$ cat config.mk
export PLATFORM = sky130hd
export DESIGN_NAME = chfm_finish
export DESIGN_NICKNAME = d
export VERILOG_FILES = /design/src/design/chfm_pkg.sv /design/src/design/chfm_finish.sv
export SDC_FILE = /design/constraint.sdc
export NUM_CORES = 1
export LEC_CHECK = 0
export BUFFER_PORTS_ARGS = -buffer_cell sky130_fd_sc_hd__buf_2
export CORE_MARGIN = 2
export CORE_UTILIZATION = 25
export CTS_CLUSTER_DIAMETER = 100
export CTS_CLUSTER_SIZE = 24
export DETAILED_ROUTE_END_ITERATION = 7
export PLACE_DENSITY = 0.84
export SETUP_SLACK_MARGIN = 0.5
export SYNTH_ARGS = -nofsm -noshare
export SYNTH_HDL_FRONTEND = slang
export SYNTH_SLANG_ARGS = --single-unit
export TNS_END_PERCENT = 1
$ cat constraint.sdc
create_clock -name clk -period 2.42 [get_ports clk]
set_clock_uncertainty 0.1 [all_clocks]
set_input_delay 0.121 -clock clk [delete_from_list [all_inputs] [get_ports clk]]
set_output_delay 0.121 -clock clk [all_outputs]
set_load 0.02 [all_outputs]
$ cat src/design/chfm_pkg.sv
// ----------------------------------------------------------------------------
// chfm_pkg
// Shared types and constants for the compass heading CORDIC.
// ----------------------------------------------------------------------------
package chfm_pkg;

  // Vector components: sample * 2^16, grown by the CORDIC gain and the
  // quarter-turn swap of the most negative sample.
  localparam int VecW   = 35;
  // Angle accumulator: degrees (scale 180/3.14159) with 16 fraction bits.
  localparam int AngW   = 26;
  localparam int FracW  = 16;
  localparam int DegW   = 9;
  localparam int TabLen = 24;

  localparam logic signed [AngW-1:0] QuarterTurn = AngW'(5898245);
  localparam logic signed [AngW-1:0] HalfTurn    = AngW'(11796490);
  localparam logic signed [AngW-1:0] FullTurn    = AngW'(23592960);
  localparam logic [AngW-FracW-1:0]  MaxDeg      = (AngW-FracW)'(359);

  // atan(2^-i) in file-scale degrees, 16 fraction bits, rounded to nearest.
  localparam logic signed [AngW-1:0] StageAngle [0:TabLen-1] = '{
    AngW'(2949122), AngW'(1740969), AngW'(919880), AngW'(466945),
    AngW'(234379),  AngW'(117304),  AngW'(58666),  AngW'(29335),
    AngW'(14668),   AngW'(7334),    AngW'(3667),   AngW'(1833),
    AngW'(917),     AngW'(458),     AngW'(229),    AngW'(115),
    AngW'(57),      AngW'(29),      AngW'(14),     AngW'(7),
    AngW'(4),       AngW'(2),       AngW'(1),      AngW'(0)
  };

  // Word handed from one cell to the next.
  typedef struct packed {
    logic                   valid;
    logic                   fixed;  // axis or zero case, angle already final
    logic signed [VecW-1:0] vx;
    logic signed [VecW-1:0] vy;
    logic signed [AngW-1:0] z;
  } cell_word_t;

endpackage

$ cat src/design/chfm_finish.sv
// ----------------------------------------------------------------------------
// chfm_finish
// Output cell: wraps a negative angle, keeps whole degrees and saturates.
// ----------------------------------------------------------------------------
module chfm_finish
  import chfm_pkg::*;
(
  input  logic            clk,
  input  logic            rst,
  input  logic            en,
  input  cell_word_t      in_word,
  output logic            out_valid,
  output logic [DegW-1:0] heading_deg
);

  logic signed [AngW-1:0]    z_wrap;
  logic [AngW-FracW-1:0]     deg_whole;
  logic [DegW-1:0]           deg_next;

  always_comb begin
    z_wrap = in_word.z;
    if (z_wrap[AngW-1]) begin
      z_wrap = z_wrap + FullTurn;
    end
    if (z_wrap[AngW-1]) begin
      z_wrap = '0;
    end
    deg_whole = z_wrap[AngW-1:FracW];
    if (deg_whole > MaxDeg) begin
      deg_next = DegW'(MaxDeg);
    end else begin
      deg_next = deg_whole[DegW-1:0];
    end
  end

  always_ff @(posedge clk) begin
    if (rst) begin
      out_valid <= 1'b0;
    end else if (en) begin
      out_valid <= in_word.valid;
    end
    if (en) begin
      heading_deg <= deg_next;
    end
  end

endmodule

==> reports/results.tsv <==
stage	metric	value	unit
route	ant_nets	0	
finish	fin_util	35.2	%
outcome	outcome	finished clean	
synthesis	synth_top_area_share	46.5	%
setup_path	critical_path.max_fanout	6	
setup_path	setup.worst_path.start	in_word[19]	
finish	diodes	0	
synthesis	synth_fp_nets	154	
power_and_ir_drop	cellPowerDensity	602	mW/mm2
setup_path	timing.rr.end	out_valid$_SDFFE_PP0P_	
setup_path	crit_path_end_kind	flip-flop	
synthesis	synth_top_family_by_area	compound AO/OA/AOI/OAI gates	
job	drv_cap	0	
synthesis	synth_edf_count	9	
setup_path	cp-endpoint	heading_deg[1]$_SDFFCE_PN1P_	
synthesis	yosys.area.top_type	edfxtp_1	
sta	rsz0062_at_grt	false	
route	avgViaCountPerCell	4.77	
clocking	path_clk_slew	0.06	ns
synthesis	synth-simple-area-share	18.9	%
placement	io_buffers	23	
synthesis	post-synth-top-count-cell	edfxtp_1	
global_routing	busiest_layer	met2	
synthesis	yosysSeqAreaShare	49.9	%
synthesis	synth.top_cells.by_count	edfxtp_1, inv_1, nand2_1	
synthesis	ys_warn_count	0	
clocking	cts_tree	done	
global_routing	grt_pass1_wl	1720	um
clocking	clk_latency	0.26	ns
hold_path	hold_class	input pin to flip-flop	
global_routing	grt_max_degree	13	
sta	max_freq	581	MHz
global_routing	grt_overflow	0	
clocking	clock_path_buffers	2	
sta	period_share	71.2	%
route	drc	0	
power_and_ir_drop	vdd_drop_max	0.193	mV
setup_path	r2r_cells	2	
power_and_ir_drop	clkPwrFrac	31.1	%
synthesis	syn_area_per_cell	11.2	um2
global_routing	antenna_found_initial	0	
synthesis	synth.area.mux_share	3.66	%
power_and_ir_drop	p_leak	0.000336	uW
placement	dp_slack	0.338	ns
synthesis	ys_ff_latch	10	
power_and_ir_drop	power.total	469	uW
clocking	cts_buffers	3	
setup_path	arrival	1.64	ns
floorplan	core	0.00221	mm2
clocking	post_cts_buffers	0	
sta	setup_viol_count_final	0	
global_routing	grt_pass1_vias	424	
synthesis	synth_cell_types	27	
global_routing	grt_use_total	9.12	%
clocking	clock_sinks	10	
finish	areaGrowthSynthToFinish	33.8	%
power_and_ir_drop	power_frac_seq	45.4	%
global_routing	gr-usage-met3	0.857	%
setup_path	required	2.33	ns
synthesis	syn_inst	52	
clocking	cts_root_buffer	clkbuf_4	
sta	timing.final.ws_setup	0.698	ns
power_and_ir_drop	swShare	26.4	%
placement	place.gp.congestion	0.835	
route	drt_iter0_drc	11	
setup_path	path_class	input pin to flip-flop	
finish	nets	182	
finish	drive_gt1_share	41.8	%
sta	finalHoldViolations	0	
global_routing	use_met2	13.1	%
finish	n_fill_cell	232	
synthesis	synthAdderAreaFrac	2.15	%
route	vias	510	
synthesis	synthXorXnorAreaFrac	1.51	%
sta	max_slew_margin	71.7	%
synthesis	synthFlopType	edfxtp_1	
route	firstDrtPassIters	4	
floorplan	design.portCount	111	
sta	worst_slew_pin_slew	0.422	ns
floorplan	die-area	0.00273	mm2
sta	tns	0	ns
global_routing	gr-usage-met1	11.0	%
synthesis	ys_top_cells_by_area	edfxtp_1, a221o_1, dfxtp_1	
synthesis	synth_compound_area_share	19.8	%
clocking	htree_levels	1	
synthesis	async_reset_ff_share	0	%
floorplan	die_w	52.2	um
floorplan	dieHeight	52.2	um
setup_path	r2r-start	out_valid$_SDFFE_PP0P_	
floorplan	num_rows	17	
route	routed_wl	1220	um
power_and_ir_drop	internal-power	345	uW
setup_path	rrSetupSlack	1.73	ns
setup_path	critPathLaunchType	input pin	
power_and_ir_drop	combPwrFrac	23.5	%
synthesis	netlist_area	582	um2
power_and_ir_drop	p_sw	124	uW
sta	min_period	1.72	ns
sta	drv_slew	0	
route	wl_per_cell	11.4	um
placement	dp_hpwl	895	um
floorplan	start_util	26.3	%
-- sequential cells by signal, indices dropped and copies added, names as in the netlist --
name	cells
heading_deg	9
out_valid	1
-- area by class of cell --
type	instances	area [um2]	area share, %
Sequential cell	10	290	37.3
Multi-Input combinational cell	36	273	35.0
Timing Repair Buffer	24	125	16.1
Clock buffer	4	36.3	4.66
Tap cell	28	35.0	4.50
Inverter	5	18.8	2.41
-- repair_timing --
item | in CTS | in global routing
hold buffers | 1 | 0
gates resized for setup | 0 | 1
endpoints found under the setup margin | 0 | 3
hold endpoints to repair | 1 | 0
-- worst max-delay path, cell delays in order --
cell and delay [ns]:
buf_2 0.14, ha_1 0.26, nor3_2 0.25, o21ai_1 0.19, o21ai_1 0.17, and4b_4 0.25
a221o_1 0.25
-- cells by family (layout without fill, tap and decap cells) --
logic type / count (synthesis) / after routing
compound gates: 14 / 14
xor+xnor: 1 / 1
mux: 2 / 2
fa+ha+maj: 1 / 1
buf+inv: 6 / 33
simple gates: 18 / 18
flops: 10 / 10
-- through the flow --
step                      instance area [um2]  hold slack, ns  cells
final                                     778         0.00933    107
after global placement                    727           0.177    102
after global routing                      778          0.0254    107
after CTS                                 773         0.00400    107
after detailed placement                  727           0.186    102
after floorplan                           582          0.0934     52
-- metal layers --
| layer | vias up | part of all wire [%] |
|---|---|---|
| met5 | - | 0 |
| met2 | 25 | 43 |
| met3 | 6 | 8.1 |
| met1 | 221 | 43 |
| met4 | 0 | 5.7 |
| li1 | 258 | - |
-- power by group through the flow --
stage               combinational [uW]  clock, uW  sequential [uW]
detailed placement                 108          0              217
finish                             110        146              213
floorplan                         42.9          0              241
global route                       119        151              214
global placement                   105          0              217
CTS                                109        146              213
-- layout by cell type (no fill, tap or decap), types with 2 or more instances in the layout --
cell type / instances
nand3_1: 2
nand2_1: 5
o21ai_1: 3
inv_1: 5
edfxtp_1: 9
buf_2: 23
and4_1: 2
a31oi_1: 2
nor3b_1: 2
a221o_1: 3
clkbuf_4: 3
-- worst min path at each step --
stage                 from                      to  slack (ns)  cells past startpoint
2_1_floorplan          rst  out_valid$_SDFFE_PP0P_        0.09                      1
3_3_place_gp           rst  out_valid$_SDFFE_PP0P_        0.18                      2
3_5_place_dp           rst  out_valid$_SDFFE_PP0P_        0.19                      2
4_1_cts        in_word[97]  out_valid$_SDFFE_PP0P_       0.004                      3
5_1_grt        in_word[97]  out_valid$_SDFFE_PP0P_        0.03                      3
6_report       in_word[97]  out_valid$_SDFFE_PP0P_       0.009                      3
Note: power is estimated with default switching activity, not from simulation.
