`src/design/chfm_pkg.sv`:
```
// ----------------------------------------------------------------------------
// chfm_pkg
// Shared types and constants for the compass heading CORDIC.
// ----------------------------------------------------------------------------
package chfm_pkg;

  // Vector components: sample * 2^16, grown by the CORDIC gain and the
  // quarter-turn swap of the most negative sample.
  localparam int VecW   = 35;
  // Angle accumulator: degrees (scale 180/3.14159) with 16 fraction bits.
  localparam int AngW   = 26;
  localparam int FracW  = 16;
  localparam int DegW   = 9;
  localparam int TabLen = 24;

  localparam logic signed [AngW-1:0] QuarterTurn = AngW'(5898245);
  localparam logic signed [AngW-1:0] HalfTurn    = AngW'(11796490);
  localparam logic signed [AngW-1:0] FullTurn    = AngW'(23592960);
  localparam logic [AngW-FracW-1:0]  MaxDeg      = (AngW-FracW)'(359);

  // atan(2^-i) in file-scale degrees, 16 fraction bits, rounded to nearest.
  localparam logic signed [AngW-1:0] StageAngle [0:TabLen-1] = '{
    AngW'(2949122), AngW'(1740969), AngW'(919880), AngW'(466945),
    AngW'(234379),  AngW'(117304),  AngW'(58666),  AngW'(29335),
    AngW'(14668),   AngW'(7334),    AngW'(3667),   AngW'(1833),
    AngW'(917),     AngW'(458),     AngW'(229),    AngW'(115),
    AngW'(57),      AngW'(29),      AngW'(14),     AngW'(7),
    AngW'(4),       AngW'(2),       AngW'(1),      AngW'(0)
  };

  // Word handed from one cell to the next.
  typedef struct packed {
    logic                   valid;
    logic                   fixed;  // axis or zero case, angle already final
    logic signed [VecW-1:0] vx;
    logic signed [VecW-1:0] vy;
    logic signed [AngW-1:0] z;
  } cell_word_t;

endpackage

```
`src/design/chfm_prerot.sv`:
```
// ----------------------------------------------------------------------------
// chfm_prerot
// Input cell: joins the sample bytes, settles the axis cases and turns a
// left half plane vector into the right half plane.
// ----------------------------------------------------------------------------
module chfm_prerot
  import chfm_pkg::*;
(
  input  logic       clk,
  input  logic       rst,
  input  logic       en,
  input  logic       in_valid,
  input  logic [7:0] x_high,
  input  logic [7:0] x_low,
  input  logic [7:0] y_high,
  input  logic [7:0] y_low,
  output cell_word_t out_word
);

  logic signed [15:0]     x;
  logic signed [15:0]     y;
  logic signed [VecW-1:0] vx0;
  logic signed [VecW-1:0] vy0;
  cell_word_t             word_next;

  assign x   = {x_high, x_low};
  assign y   = {y_high, y_low};
  assign vx0 = {{(VecW-32){x[15]}}, x, 16'b0};
  assign vy0 = {{(VecW-32){y[15]}}, y, 16'b0};

  always_comb begin
    word_next       = '0;
    word_next.valid = in_valid;
    word_next.vx    = vx0;
    word_next.vy    = vy0;
    if (y == 16'sd0) begin
      word_next.fixed = 1'b1;
      word_next.z     = x[15] ? HalfTurn : '0;
    end else if (x == 16'sd0) begin
      word_next.fixed = 1'b1;
      word_next.z     = y[15] ? -QuarterTurn : QuarterTurn;
    end else if (x[15]) begin
      if (!y[15]) begin
        word_next.vx = vy0;
        word_next.vy = -vx0;
        word_next.z  = QuarterTurn;
      end else begin
        word_next.vx = -vy0;
        word_next.vy = vx0;
        word_next.z  = -QuarterTurn;
      end
    end
  end

  always_ff @(posedge clk) begin
    if (rst) begin
      out_word.valid <= 1'b0;
    end else if (en) begin
      out_word.valid <= word_next.valid;
    end
    if (en) begin
      out_word.fixed <= word_next.fixed;
      out_word.vx    <= word_next.vx;
      out_word.vy    <= word_next.vy;
      out_word.z     <= word_next.z;
    end
  end

endmodule

```
`config.mk`:
```
export PLATFORM = sky130hd
export DESIGN_NAME = chfm_prerot
export DESIGN_NICKNAME = d
export VERILOG_FILES = /design/src/design/chfm_pkg.sv /design/src/design/chfm_prerot.sv
export SDC_FILE = /design/constraint.sdc
export NUM_CORES = 1
export LEC_CHECK = 0
export BUFFER_PORTS_ARGS = -buffer_cell sky130_fd_sc_hd__buf_2
export CORE_MARGIN = 2
export CORE_UTILIZATION = 42
export CTS_CLUSTER_SIZE = 14
export DETAILED_ROUTE_END_ITERATION = 8
export PLACE_DENSITY = 0.81
export SLEW_MARGIN = 30
export SYNTH_ARGS = -nofsm -noshare
export SYNTH_HDL_FRONTEND = slang
export SYNTH_SLANG_ARGS = --single-unit
```
`constraint.sdc`:
```
create_clock -name clk -period 6.3 [get_ports clk]
set_input_delay 1.26 -clock clk [delete_from_list [all_inputs] [get_ports clk]]
set_output_delay 1.26 -clock clk [all_outputs]
set_load 0.05 [all_outputs]
```
==> flow_metrics.env <==
export IMPL_final_setup_tns_ps=0
export IMPL_cts_resized=0
export IMPL_htree_levels=2
export IMPL_holdPathStages=2
export IMPL_dp_hpwl_um=4870
export IMPL_start_util_pct=42.9
export IMPL_gr_usage_all_layers_pct=16.2
export IMPL_hold_path_class="reg2reg"
export IMPL_boundaryPins=134
export IMPL_clk_latency_ps=300
export IMPL_postCtsHoldBufs=0
export IMPL_diodes=0
export IMPL_nets=378
export IMPL_synthesis_instances=267
export IMPL_area_growth_pct=12.8
export IMPL_synth_area_leaders="edfxtp_1 43%, buf_4 13%, mux2_4 5.9%, xnor2_1 4.3%, mux2i_1 2.9%"
export IMPL_gr_total_overflow=0
export IMPL_endpoint_kind="flop"
export IMPL_final_max_slew_viol_count=0
export IMPL_slew_headroom_pct=39.9
export IMPL_synth_edff_count=44
export IMPL_cts_tree="yes"
export IMPL_wl_per_cell_um=15.0
export IMPL_synth_cell_types=45
export IMPL_rows=31
export IMPL_p_leak_uw=0.00145
export IMPL_place_congestion=0.847
export IMPL_fin_util_pct=48.4
export IMPL_antenna_found_initial=0
export IMPL_grt_pass1_wl_um=9840
export IMPL_cp_slowest_stage_delay_ps=510
export IMPL_ys_seq_area_share_pct=43.8
export IMPL_dieHeight_um=89.4
export IMPL_critPathTopFamily="simple AND/OR/NAND/NOR gates"
export IMPL_io_buffers=101
export IMPL_crit_chain="buf_2 > inv_1 > ha_1 > or3b_2 > nor4_2 > a21oi_4 > buf_16 > mux2_4"
export IMPL_fmax_mhz=300
export IMPL_critPathBufInv=3
export IMPL_slowest_stage="or3b_2"
export IMPL_synth_commonest_cells="53 x buf_4, 44 x edfxtp_1, 15 x nor2_1, 15 x xnor2_1, 12 x mux2_4"
export IMPL_cellPowerDensity_nw_per_um2=250
export IMPL_cts_buffers=5
export IMPL_critPathLaunchType="input pin"
export IMPL_ir_worst_vdd_v=0.000164
export IMPL_cp_max_fo=15
export IMPL_path_class="in2reg"
export IMPL_async_flop_share_pct=0
export IMPL_arrival_ps=3390
export IMPL_hold_viol=0
export IMPL_hold_ws_ps=497
export IMPL_pre_cts_ws_ps=2720
export IMPL_synth_top_area_share_pct=43.1
export IMPL_routed_wl_um=6610
export IMPL_via_per_inst=5.03
export IMPL_drt_iter0_drc=217
export IMPL_setup_viol=0
export IMPL_drc=0
export IMPL_cts_buffer_depth=2
export IMPL_first_global_vias=2103
export IMPL_reg2reg_depth=2
export IMPL_largest_reg_flops=45
export IMPL_grt_start_max_net_pins=46
export IMPL_maxCapViolations=0
export IMPL_cts_setup_buffers=0
export IMPL_tightestPinTransition_ps=894
export IMPL_ant_nets=0
export IMPL_rsz0062_at_grt="no"
export IMPL_die_area_um2=7990
export IMPL_reg_top3="out_word: 45 flops"
export IMPL_fin_ws_ps=2970
export IMPL_core_um2=7140
export IMPL_critical_path_depth=8
export IMPL_cts_sinks=45
export IMPL_avgSynthCellArea_um2=11.5
export IMPL_finalClockSkew_ps=0
export IMPL_cts_root_buffer="clkbuf_8"
export IMPL_cts_clk_slew_worst_paths_ps=90
export IMPL_outcome="complete, no violations"
export IMPL_synth_seq_cells=45
export IMPL_top_register="out_word"
export IMPL_synthMostInstantiatedCell="buf_4"
export IMPL_cp_data_required_time_ps=6360
export IMPL_post_route_min_period_ps=3330
export IMPL_synthesis_area_um2=3060
export IMPL_finalPower_uw=866
export IMPL_finalCritPeriodShare_pct=52.8
export IMPL_synthFlopType="edfxtp_1"
export IMPL_dr_pass1_iters=4
export IMPL_drive_gt1_share_pct=41.8
export IMPL_yosys_area_top_type="edfxtp_1"
export IMPL_vias=2209
export IMPL_yosys_warnings=0
export IMPL_die_width_um=89.4
-- power by group --
group	leakage, uW	internal, uW	total, uW	switching, uW
Combinational	0.000979	73.4	318	245
Clock	0.0000374	78.2	178	99.9
Sequential	0.000437	361	369	8.28
-- cell type report --
class	instances	area, um^2
Timing Repair Buffer	102	536
Tap cell	99	124
Sequential cell	45	1340
Clock buffer	6	72.6
Inverter	8	30.0
Fill cell	695	3680
Clock inverter	2	15.0
Multi-Input combinational cell	177	1340
-- worst paths after layout --
path                             startpoint  slack [ps]                        end
setup / recovery                   y_low[0]        2970     out_word[81]$_DFFE_PP_
hold / removal    out_word[97]$_SDFFE_PP0P_         500  out_word[97]$_SDFFE_PP0P_
setup reg to reg  out_word[97]$_SDFFE_PP0P_        5720  out_word[97]$_SDFFE_PP0P_
hold reg to reg   out_word[97]$_SDFFE_PP0P_         500  out_word[97]$_SDFFE_PP0P_
-- cells in the final DEF (no fill, tap or decap), drive strengths merged, types with 2 or more instances in the layout --
master,netlist,final
nor3,9,9
nand2b,2,2
mux2,19,19
xnor2,15,15
o31ai,7,7
clkbuf,10,6
edfxtp,44,44
clkinvlp,0,2
or4,4,4
and4,2,2
o22ai,3,3
xor2,10,10
ha,3,3
o21ai,5,5
a31o,2,2
o41ai,2,2
mux2i,9,9
or3,4,4
nor4,6,6
a41oi,3,3
a22o,3,3
buf,58,102
a21oi,9,9
nor4b,2,2
inv,8,8
conb,1,32
a31oi,3,3
nor2,15,15
-- metal layers --
metal  share of wire, %  wire length (um)  global-route usage, %  vias up
met3                7.5               497                   3.51        4
met4               0.64                42                   5.29        0
met1                 41              2700                   20.0     1062
met2                 51              3360                   28.1      108
met5                  0                 0                      0        -
li1                   -                 -                      -     1035
-- worst reg2reg max path, cell delays in order (launching register included) --
cell and delay [ps]:
dfxtp_1 310, mux2i_1 120, nor2_1 50
-- cell families (layout without fill, tap and decap cells) --
kind of cell	after synthesis	count (layout)	synth area share, %
AOI/OAI and AO/OA	40	40	9.48
other	1	32	0.122
and+or+nand+nor	49	49	10.0
DFF	45	45	43.8
adders and majority gates	3	3	1.23
buffers and inverters	76	118	16.8
muxes	28	28	11.4
xor gates and xnor gates	25	25	7.15
-- stage by stage --
stage,cell area (um^2),cells
floorplan,3180,298
global placement,3330,430
detailed placement,3330,430
CTS,3420,438
global route,3460,439
finish,3460,439
(Power assumes the default switching activity.)
