`src/design/chfm_pkg.sv`:
```
// ----------------------------------------------------------------------------
// chfm_pkg
// Shared types and constants for the compass heading CORDIC.
// ----------------------------------------------------------------------------
package chfm_pkg;

  // Vector components: sample * 2^16, grown by the CORDIC gain and the
  // quarter-turn swap of the most negative sample.
  localparam int VecW   = 35;
  // Angle accumulator: degrees (scale 180/3.14159) with 16 fraction bits.
  localparam int AngW   = 26;
  localparam int FracW  = 16;
  localparam int DegW   = 9;
  localparam int TabLen = 24;

  localparam logic signed [AngW-1:0] QuarterTurn = AngW'(5898245);
  localparam logic signed [AngW-1:0] HalfTurn    = AngW'(11796490);
  localparam logic signed [AngW-1:0] FullTurn    = AngW'(23592960);
  localparam logic [AngW-FracW-1:0]  MaxDeg      = (AngW-FracW)'(359);

  // atan(2^-i) in file-scale degrees, 16 fraction bits, rounded to nearest.
  localparam logic signed [AngW-1:0] StageAngle [0:TabLen-1] = '{
    AngW'(2949122), AngW'(1740969), AngW'(919880), AngW'(466945),
    AngW'(234379),  AngW'(117304),  AngW'(58666),  AngW'(29335),
    AngW'(14668),   AngW'(7334),    AngW'(3667),   AngW'(1833),
    AngW'(917),     AngW'(458),     AngW'(229),    AngW'(115),
    AngW'(57),      AngW'(29),      AngW'(14),     AngW'(7),
    AngW'(4),       AngW'(2),       AngW'(1),      AngW'(0)
  };

  // Word handed from one cell to the next.
  typedef struct packed {
    logic                   valid;
    logic                   fixed;  // axis or zero case, angle already final
    logic signed [VecW-1:0] vx;
    logic signed [VecW-1:0] vy;
    logic signed [AngW-1:0] z;
  } cell_word_t;

endpackage

```
`src/design/chfm_cell.sv`:
```
// ----------------------------------------------------------------------------
// chfm_cell
// One vectoring CORDIC micro-rotation with its own register.
// ----------------------------------------------------------------------------
module chfm_cell
  import chfm_pkg::*;
#(
  parameter int STAGE = 0
) (
  input  logic       clk,
  input  logic       rst,
  input  logic       en,
  input  cell_word_t in_word,
  output cell_word_t out_word
);

  logic signed [VecW-1:0] dx;
  logic signed [VecW-1:0] dy;
  cell_word_t             word_next;

  // Arithmetic shift rounds toward minus infinity.
  assign dx = in_word.vy >>> STAGE;
  assign dy = in_word.vx >>> STAGE;

  always_comb begin
    word_next = in_word;
    if (!in_word.fixed) begin
      if (!in_word.vy[VecW-1]) begin
        word_next.vx = in_word.vx + dx;
        word_next.vy = in_word.vy - dy;
        word_next.z  = in_word.z + StageAngle[STAGE];
      end else begin
        word_next.vx = in_word.vx - dx;
        word_next.vy = in_word.vy + dy;
        word_next.z  = in_word.z - StageAngle[STAGE];
      end
    end
  end

  always_ff @(posedge clk) begin
    if (rst) begin
      out_word.valid <= 1'b0;
    end else if (en) begin
      out_word.valid <= word_next.valid;
    end
    if (en) begin
      out_word.fixed <= word_next.fixed;
      out_word.vx    <= word_next.vx;
      out_word.vy    <= word_next.vy;
      out_word.z     <= word_next.z;
    end
  end

endmodule

```
`config.mk`:
```
export PLATFORM = sky130hd
export DESIGN_NAME = chfm_cell
export DESIGN_NICKNAME = d
export VERILOG_FILES = /design/src/design/chfm_pkg.sv /design/src/design/chfm_cell.sv
export SDC_FILE = /design/constraint.sdc
export NUM_CORES = 1
export LEC_CHECK = 0
export BUFFER_PORTS_ARGS = -buffer_cell sky130_fd_sc_hd__buf_4
export CORE_ASPECT_RATIO = 1.4
export CORE_UTILIZATION = 63
export CTS_CLUSTER_SIZE = 24
export DETAILED_ROUTE_END_ITERATION = 7
export GPL_TIMING_DRIVEN = 0
export PLACE_DENSITY = 0.86
export RECOVER_POWER = 25
export SYNTH_ARGS = -nofsm -noshare
export SYNTH_HDL_FRONTEND = slang
export SYNTH_SLANG_ARGS = --single-unit
```
`constraint.sdc`:
```
create_clock -name clk -period 8.3 [get_ports clk]
set_input_delay 2.075 -clock clk [delete_from_list [all_inputs] [get_ports clk]]
set_output_delay 2.075 -clock clk [all_outputs]
set_load 0.01 [all_outputs]
```
==> impl_metrics.prom, run 1 <==
# TYPE chip_impl_metric gauge
chip_impl_metric{name="first_iteration_detailed_routing_drc_count",unit=""} 1520
chip_impl_metric{name="crit_fanout",unit=""} 20
chip_impl_metric{name="pre_cts_slack",unit="ns"} 1.25
chip_impl_info{name="prevailing_post_synth_register_cell",value="sky130_fd_sc_hd__edfxtp_1"} 1
chip_impl_metric{name="maximum_number_of_pins_on_one_net_before_global_route_repair",unit=""} 99
chip_impl_metric{name="cts_hold_repair.buffers",unit=""} 0
chip_impl_metric{name="max-cap-violations",unit=""} 0
chip_impl_metric{name="syn-mean-instance-area",unit="µm²"} 8.14
chip_impl_metric{name="detail-route-antenna-nets",unit=""} 0
chip_impl_metric{name="cts-resized-gates",unit=""} 0
chip_impl_metric{name="chipHeight",unit="µm"} 158
chip_impl_metric{name="crit_required",unit="ns"} 8.42
chip_impl_metric{name="gr-usage-all-layers",unit="%"} 44.4
chip_impl_metric{name="cts_made_buffers",unit=""} 9
chip_impl_metric{name="place.port_buffers",unit=""} 198
chip_impl_info{name="commonest_non_fill_non_tap_cells_in_the_layout",value="144 x sky130_fd_sc_hd__a21oi_1, 127 x sky130_fd_sc_hd__ha_1, 125 x sky130_fd_sc_hd__o21ai_0, 125 x sky130_fd_sc_hd__buf_4"} 1
chip_impl_metric{name="clock_sink_count",unit=""} 98
chip_impl_metric{name="layout-area-overhead-vs-synth",unit="%"} 16.0
chip_impl_metric{name="r2r_cells",unit=""} 2
chip_impl_info{name="crit_path_end_kind",value="flip-flop"} 1
chip_impl_metric{name="diodes_inserted",unit=""} 0
chip_impl_metric{name="initial_utilization",unit="%"} 64.8
chip_impl_metric{name="layout.nets",unit=""} 1781
chip_impl_metric{name="synthDistinctLibCells",unit=""} 77
chip_impl_metric{name="number_of_buffers_on_the_longest_clock_path",unit=""} 2
chip_impl_metric{name="postSynthRegisterBits",unit=""} 98
chip_impl_metric{name="worst-r2r-setup-slack",unit="ns"} 7.71
chip_impl_info{name="cts_root_buffer_type",value="sky130_fd_sc_hd__clkbuf_16"} 1
chip_impl_metric{name="drc_errors",unit=""} 0
chip_impl_info{name="timing.rr.end",value="out_word[97]$_SDFFE_PP0P_"} 1
chip_impl_metric{name="cts_setup_buffers",unit=""} 0
chip_impl_metric{name="final_cell_utilization_of_the_core",unit="%"} 75.2
chip_impl_metric{name="worst-slew-pin-transition",unit="ns"} 1.30
chip_impl_info{name="area_leader_netlist",value="sky130_fd_sc_hd__edfxtp_1"} 1
chip_impl_info{name="max_flop_register",value="out_word"} 1
chip_impl_info{name="post_synth_main_area_contributors",value="sky130_fd_sc_hd__edfxtp_1 27%, sky130_fd_sc_hd__ha_1 15%, sky130_fd_sc_hd__a21oi_1 6.6%"} 1
chip_impl_metric{name="postSynthNetCount",unit=""} 1572
chip_impl_info{name="outcome",value="finished clean"} 1
chip_impl_metric{name="slew-limit-headroom",unit="%"} 13.6
chip_impl_metric{name="clk_latency",unit="ns"} 0.37
chip_impl_metric{name="die_area",unit="mm²"} 0.0178
chip_impl_metric{name="final-setup-viol-count",unit=""} 0
chip_impl_info{name="r2r_start",value="out_word[97]$_SDFFE_PP0P_"} 1
chip_impl_metric{name="hold-path-cell-count",unit=""} 2
chip_impl_metric{name="largest_register_ffs",unit=""} 98
chip_impl_info{name="holdCritStartpoint",value="out_word[97]$_SDFFE_PP0P_"} 1
chip_impl_metric{name="drive_above_1_share",unit="%"} 11.4
chip_impl_info{name="worstHoldPathType",value="flip-flop to flip-flop"} 1
chip_impl_metric{name="clock_tree.htree_level_count",unit=""} 3
chip_impl_metric{name="yosys_warnings",unit=""} 0
chip_impl_metric{name="wl_per_cell",unit="µm"} 22.9
chip_impl_metric{name="fin_tns_setup",unit="ns"} 0
chip_impl_metric{name="final_min_period_over_clock_period",unit="%"} 83.8
chip_impl_metric{name="proportion_of_synthesized_flip_flops_having_asynchronous_set_or_reset",unit="%"} 0
chip_impl_metric{name="grt_pass1_wl",unit="mm"} 60.4
chip_impl_metric{name="arrival",unit="ns"} 7.07
chip_impl_info{name="largest_registers",value="out_word (98)"} 1
chip_impl_metric{name="place.gp.congestion",unit=""} 1.06
chip_impl_metric{name="io-pin-count",unit=""} 199
chip_impl_metric{name="fmax",unit="MHz"} 144
chip_impl_metric{name="routed_wl",unit="mm"} 40.3
chip_impl_info{name="whs_endpoint",value="out_word[97]$_SDFFE_PP0P_"} 1
chip_impl_metric{name="finalHoldViolations",unit=""} 0
chip_impl_metric{name="core-area",unit="mm²"} 0.0168
chip_impl_metric{name="number_of_global_route_vias_before_repair",unit=""} 11700
chip_impl_metric{name="synth_enable_flop_cells",unit=""} 97
chip_impl_metric{name="post-dp-hpwl",unit="mm"} 30.6
chip_impl_metric{name="floorplan.rows",unit=""} 56
chip_impl_metric{name="irDropWorstVdd",unit="µV"} 109
chip_impl_metric{name="vias_per_cell",unit=""} 6.69
chip_impl_metric{name="dp_cells",unit=""} 1741
chip_impl_metric{name="finalClockSkew",unit="ns"} 0
chip_impl_metric{name="netlist_instances",unit=""} 1340
chip_impl_metric{name="pwr_density_cell",unit="mW/mm²"} 149
chip_impl_metric{name="clk_pin_slew_worst_paths",unit="ns"} 0.08
chip_impl_info{name="rsz0062_at_grt",value="false"} 1
chip_impl_metric{name="synth_sequential_area_ratio",unit="%"} 26.9
chip_impl_metric{name="netlist_area",unit="mm²"} 0.0109
chip_impl_metric{name="route.vias.total",unit=""} 11800
chip_impl_info{name="tritoncts_clock_tree",value="done"} 1
chip_impl_metric{name="leakage_power_total",unit="nW"} 5.46
chip_impl_metric{name="grt_overflow",unit=""} 0
chip_impl_metric{name="die_w",unit="µm"} 113
chip_impl_metric{name="timing.final.crit_period",unit="ns"} 6.96
chip_impl_metric{name="detailedRoute.firstPassIterationCount",unit=""} 6
chip_impl_metric{name="netlist.area_leader.share",unit="%"} 26.7
chip_impl_info{name="commonest_non_fill_non_tap_cell_in_the_layout",value="sky130_fd_sc_hd__a21oi_1"} 1
chip_impl_info{name="timing.setup.critical_path_class",value="primary input to flip-flop"} 1
chip_impl_metric{name="layout.cells.non_filler",unit=""} 1757
chip_impl_metric{name="report.final.slew_viol_count",unit=""} 0
chip_impl_info{name="worst_setup_path_start_kind",value="primary input"} 1
chip_impl_metric{name="post-route-worst-setup-slack",unit="ns"} 1.34
chip_impl_metric{name="initial_antenna_violation_count",unit=""} 0
## worst max-delay path, cell delays in order
cell and delay, ns:
sky130_fd_sc_hd__buf_4 0.26, sky130_fd_sc_hd__clkbuf_1 0.32, sky130_fd_sc_hd__clkinv_1 0.27, sky130_fd_sc_hd__clkbuf_1 0.46
sky130_fd_sc_hd__buf_1 0.56, sky130_fd_sc_hd__fa_1 0.63, sky130_fd_sc_hd__nor2b_1 0.27, sky130_fd_sc_hd__o31a_1 0.22
sky130_fd_sc_hd__o21ai_1 0.19, sky130_fd_sc_hd__a2111oi_0 0.71, sky130_fd_sc_hd__a221o_1 0.37, sky130_fd_sc_hd__a41oi_1 0.20
sky130_fd_sc_hd__a311o_1 0.37, sky130_fd_sc_hd__xor2_1 0.14
## layer usage
metal,routed length (µm),track usage (%)
met5,0,0
met2,19300,76.5
met3,3790,9.11
met4,3420,35.5
met1,13800,47.2
## power by group
group / total, mW / switching, mW / internal (mW)
registers: 0.644 / 0.0195 / 0.624
logic: 0.824 / 0.517 / 0.307
clock network: 0.416 / 0.210 / 0.205
total: 1.88 / 0.747 / 1.14
## worst max path at each step
| stage | start | to | slack (ns) | cells past startpoint |
|---|---|---|---|---|
| finish | in_word[60] | out_word[25]$_DFFE_PP_ | 1.34 | 14 |
| global route | in_word[60] | out_word[25]$_DFFE_PP_ | 0.98 | 14 |
| CTS | in_word[60] | out_word[25]$_DFFE_PP_ | 1.58 | 15 |
| detailed placement | in_word[60] | out_word[25]$_DFFE_PP_ | 1.25 | 15 |
| global placement | in_word[60] | out_word[25]$_DFFE_PP_ | 1.27 | 15 |
| floorplan | in_word[60] | out_word[25]$_DFFE_PP_ | 2.89 | 14 |
## layout make-up
| type | count | area, µm² |
|---|---|---|
| Multi-Input combinational cell | 1059 | 7260 |
| Fill cell | 1310 | 4170 |
| Sequential cell | 98 | 2930 |
| Timing Repair Buffer | 198 | 1220 |
| Inverter | 116 | 435 |
| Buffer | 67 | 273 |
| Tap cell | 203 | 254 |
| Clock buffer | 10 | 229 |
| Clock inverter | 6 | 40.0 |
## metrics by stage
stage / hold slack [ns] / power [mW] / area (µm²)
after floorplan: 0.528 / 1.16 / 10900
after global placement: 0.486 / 1.46 / 12600
after CTS: 0.515 / 1.89 / 12900
after detailed placement: 0.492 / 1.48 / 12600
after global routing: 0.568 / 1.95 / 12600
final: 0.508 / 1.88 / 12600
## logic make-up after synthesis
kind of cell               after synthesis  share of synthesized area, %
and+or+nand+nor                        345                          14.6
DFF                                     98                          26.9
AOI/OAI and AO/OA                      474                          27.5
adders and majority gates              131                          15.3
buffers and inverters                  183                          6.49
xor gates and xnor gates                75                          6.02
muxes                                   34                          3.13
## cell usage after synthesis, drive strengths merged, types with 24 or more instances
cell type,instances
a21oi,144
ha,127
o21ai,127
nor2,111
inv,110
nand2,110
edfxtp,97
xnor2,63
clkbuf,38
mux2i,33
a21o,30
buf,29
nand3,25
nor3,25
o21bai,24
No activity file was read; power rests on OpenSTA's default activity.
==> inputs of run 2 (changes only) <==
--- a/config.mk
+++ b/config.mk
@@ -7,11 +7,11 @@
 export LEC_CHECK = 0
 export BUFFER_PORTS_ARGS = -buffer_cell sky130_fd_sc_hd__buf_4
 export CORE_ASPECT_RATIO = 1.4
-export CORE_UTILIZATION = 63
+export CORE_UTILIZATION = 58
 export CTS_CLUSTER_SIZE = 24
 export DETAILED_ROUTE_END_ITERATION = 7
 export GPL_TIMING_DRIVEN = 0
-export PLACE_DENSITY = 0.86
+export PLACE_DENSITY = 0.8
 export RECOVER_POWER = 25
 export SYNTH_ARGS = -nofsm -noshare
 export SYNTH_HDL_FRONTEND = slang
==> constraint.sdc (replaced) <==
create_clock -name clk -period 6.75 [get_ports clk]
set_input_delay 1.6875 -clock clk [delete_from_list [all_inputs] [get_ports clk]]
set_output_delay 1.6875 -clock clk [all_outputs]
set_load 0.01 [all_outputs]
==> run 2 against run 1 <==
Net effect:
- cell area up 0.53%
- die area up 8.5%
- clock-buffer cell count down 1
- non-clock buffer count unchanged
- combinational power up 21%
- global-route usage down 4.4 points
- power up 23%
==> impl_metrics.prom, run 2 (same netlist as run 1, synthesis figures left out) <==
# TYPE chip_impl_metric gauge
chip_impl_metric{name="post-dp-hpwl",unit="mm"} 30.7
chip_impl_metric{name="drc_errors",unit=""} 0
chip_impl_info{name="outcome",value="finished clean"} 1
chip_impl_metric{name="final_area",unit="mm²"} 0.0127
chip_impl_metric{name="clk_latency",unit="ns"} 0.36
chip_impl_metric{name="post-route-worst-setup-slack",unit="ns"} 0.268
chip_impl_metric{name="clock_sink_count",unit=""} 98
chip_impl_metric{name="drive_above_1_share",unit="%"} 11.5
chip_impl_metric{name="die_area",unit="mm²"} 0.0194
chip_impl_metric{name="route.vias.total",unit=""} 11500
chip_impl_metric{name="gr-usage-all-layers",unit="%"} 40.0
chip_impl_metric{name="arrival",unit="ns"} 6.59
chip_impl_metric{name="number_of_global_route_vias_before_repair",unit=""} 11200
chip_impl_metric{name="leakage_power_total",unit="nW"} 5.46
chip_impl_metric{name="diodes_inserted",unit=""} 0
chip_impl_metric{name="detailedRoute.firstPassIterationCount",unit=""} 5
chip_impl_metric{name="detail-route-antenna-nets",unit=""} 0
chip_impl_metric{name="layout.nets",unit=""} 1781
chip_impl_info{name="max_flop_register",value="out_word"} 1
chip_impl_info{name="crit_path_end_kind",value="flip-flop"} 1
chip_impl_metric{name="core-area",unit="mm²"} 0.0185
chip_impl_metric{name="fmax",unit="MHz"} 154
chip_impl_info{name="largest_registers",value="out_word (98)"} 1
chip_impl_metric{name="fin_tns_setup",unit="ns"} 0
chip_impl_metric{name="cts_setup_buffers",unit=""} 0
chip_impl_info{name="holdCritStartpoint",value="out_word[97]$_SDFFE_PP0P_"} 1
chip_impl_metric{name="finalClockSkew",unit="ns"} 0
chip_impl_metric{name="cts_made_buffers",unit=""} 9
chip_impl_metric{name="number_of_buffers_on_the_longest_clock_path",unit=""} 2
chip_impl_metric{name="multi_input_area",unit="mm²"} 0.00726
chip_impl_metric{name="final_min_period_over_clock_period",unit="%"} 96.0
chip_impl_metric{name="power",unit="mW"} 2.32
chip_impl_metric{name="grt_pass1_wl",unit="mm"} 59.4
chip_impl_metric{name="floorplan.rows",unit=""} 59
chip_impl_metric{name="place.gp.congestion",unit=""} 1.02
chip_impl_metric{name="chipHeight",unit="µm"} 164
chip_impl_metric{name="routed_wl",unit="mm"} 39.5
chip_impl_info{name="worst_setup_path_startpoint",value="in_word[60]"} 1
chip_impl_info{name="r2r_start",value="out_word[97]$_SDFFE_PP0P_"} 1
chip_impl_info{name="worst_setup_path_start_kind",value="primary input"} 1
chip_impl_metric{name="worst-slew-pin-transition",unit="ns"} 1.34
chip_impl_metric{name="filler_cell_count",unit=""} 1648
chip_impl_metric{name="initial_antenna_violation_count",unit=""} 0
chip_impl_metric{name="clock_tree.htree_level_count",unit=""} 3
chip_impl_metric{name="crit_required",unit="ns"} 6.86
chip_impl_metric{name="final-setup-viol-count",unit=""} 0
chip_impl_metric{name="io-pin-count",unit=""} 199
chip_impl_metric{name="hold-path-cell-count",unit=""} 2
chip_impl_metric{name="timing.critical_path.depth",unit=""} 14
chip_impl_metric{name="report.final.slew_viol_count",unit=""} 0
chip_impl_metric{name="cts_hold_repair.buffers",unit=""} 0
chip_impl_metric{name="place.port_buffers",unit=""} 198
chip_impl_metric{name="maximum_number_of_pins_on_one_net_before_global_route_repair",unit=""} 99
chip_impl_info{name="worstHoldPathType",value="flip-flop to flip-flop"} 1
chip_impl_metric{name="critical_path_buf_inv_count",unit=""} 5
chip_impl_info{name="commonest_non_fill_non_tap_cells_in_the_layout",value="144 x sky130_fd_sc_hd__a21oi_1, 127 x sky130_fd_sc_hd__ha_1, 125 x sky130_fd_sc_hd__o21ai_0, 125 x sky130_fd_sc_hd__buf_4"} 1
chip_impl_metric{name="slew-limit-headroom",unit="%"} 10.6
chip_impl_metric{name="wl_per_cell",unit="µm"} 22.0
chip_impl_metric{name="cts-resized-gates",unit=""} 0
chip_impl_metric{name="first_iteration_detailed_routing_drc_count",unit=""} 987
chip_impl_info{name="critPathTopFamily",value="compound AO/OA/AOI/OAI gates"} 1
chip_impl_metric{name="largest_register_ffs",unit=""} 98
chip_impl_info{name="cts_root_buffer_type",value="sky130_fd_sc_hd__clkbuf_16"} 1
chip_impl_metric{name="placed_instance_area",unit="mm²"} 0.0127
chip_impl_metric{name="max-cap-violations",unit=""} 0
chip_impl_metric{name="clk_pin_slew_worst_paths",unit="ns"} 0.08
chip_impl_metric{name="crit_fanout",unit=""} 20
chip_impl_info{name="tritoncts_clock_tree",value="done"} 1
chip_impl_metric{name="r2r_cells",unit=""} 2
chip_impl_metric{name="final_cell_utilization_of_the_core",unit="%"} 68.6
chip_impl_info{name="commonest_non_fill_non_tap_cell_in_the_layout",value="sky130_fd_sc_hd__a21oi_1"} 1
chip_impl_metric{name="pwr_density_cell",unit="mW/mm²"} 183
chip_impl_metric{name="register_area",unit="mm²"} 0.00293
chip_impl_info{name="timing.setup.critical_path_class",value="primary input to flip-flop"} 1
chip_impl_info{name="worstPathCellList",value="buf_4, clkbuf_1, clkinv_1, clkbuf_1, buf_1, fa_1, nor2b_1, o31a_1, o21ai_1, a2111oi_0, a221o_1, a41oi_1, a311o_1, xor2_1"} 1
chip_impl_metric{name="timing.final.crit_period",unit="ns"} 6.48
chip_impl_metric{name="finalHoldViolations",unit=""} 0
chip_impl_metric{name="die_w",unit="µm"} 118
chip_impl_metric{name="layout-area-overhead-vs-synth",unit="%"} 16.6
chip_impl_info{name="cell_with_the_biggest_individual_delay_on_the_critical_path",value="sky130_fd_sc_hd__a2111oi_0"} 1
chip_impl_metric{name="initial_utilization",unit="%"} 58.8
chip_impl_metric{name="pre_cts_slack",unit="ns"} 0.0613
chip_impl_metric{name="vias_per_cell",unit=""} 6.38
chip_impl_info{name="cpMostUsedCell",value="sky130_fd_sc_hd__clkbuf_1"} 1
chip_impl_metric{name="grt_overflow",unit=""} 0
chip_impl_info{name="rsz0062_at_grt",value="false"} 1
chip_impl_metric{name="critPathMaxStageDelay",unit="ns"} 0.76
chip_impl_metric{name="irDropWorstVdd",unit="µV"} 146
==> run 2: tightest hold or removal path: cells and delay by family (launching register included) <==
family | cells | cell delay, ns
flops | 1 | 0.33
simple gates | 1 | 0.08
mux | 1 | 0.06
==> run 2: report_power, final <==
part | internal (mW) | switching, mW
Combinational | 0.377 | 0.625
Clock | 0.257 | 0.276
Sequential | 0.767 | 0.0220
Total | 1.40 | 0.923
==> run 2: area by class of cell <==
| cell class | count | share of cell area (%) |
|---|---|---|
| Buffer | 67 | 2.15 |
| Clock buffer | 9 | 1.77 |
| Clock inverter | 7 | 0.472 |
| Inverter | 116 | 3.42 |
| Multi-Input combinational cell | 1059 | 57.1 |
| Sequential cell | 98 | 23.1 |
| Tap cell | 244 | 2.40 |
| Timing Repair Buffer | 198 | 9.59 |
==> run 2: path summary, 6_finish.rpt <==
| path | end | slack (ns) |
|---|---|---|
| max reg2reg | out_word[97]$_SDFFE_PP0P_ | 6.16 |
| min | out_word[97]$_SDFFE_PP0P_ | 0.51 |
| min reg2reg | out_word[97]$_SDFFE_PP0P_ | 0.51 |
| max | out_word[25]$_DFFE_PP_ | 0.27 |
==> run 2: per-layer routing <==
| metal | up-vias | track usage [%] | share of wire (%) |
|---|---|---|---|
| met5 | - | 0 | 0 |
| met3 | 172 | 6.39 | 8.3 |
| met4 | 0 | 27.2 | 6.6 |
| met2 | 665 | 71.9 | 49 |
| met1 | 5364 | 43.1 | 36 |
| li1 | 5266 | - | - |
==> run 2: metrics by stage <==
| step | instances | hold WS, ns |
|---|---|---|
| 5_1_grt | 1798 | 0.559 |
| 4_1_cts | 1798 | 0.524 |
| 6_report | 1798 | 0.510 |
| 2_1_floorplan | 1340 | 0.528 |
| 3_5_place_dp | 1782 | 0.510 |
| 3_3_place_gp | 1782 | 0.480 |
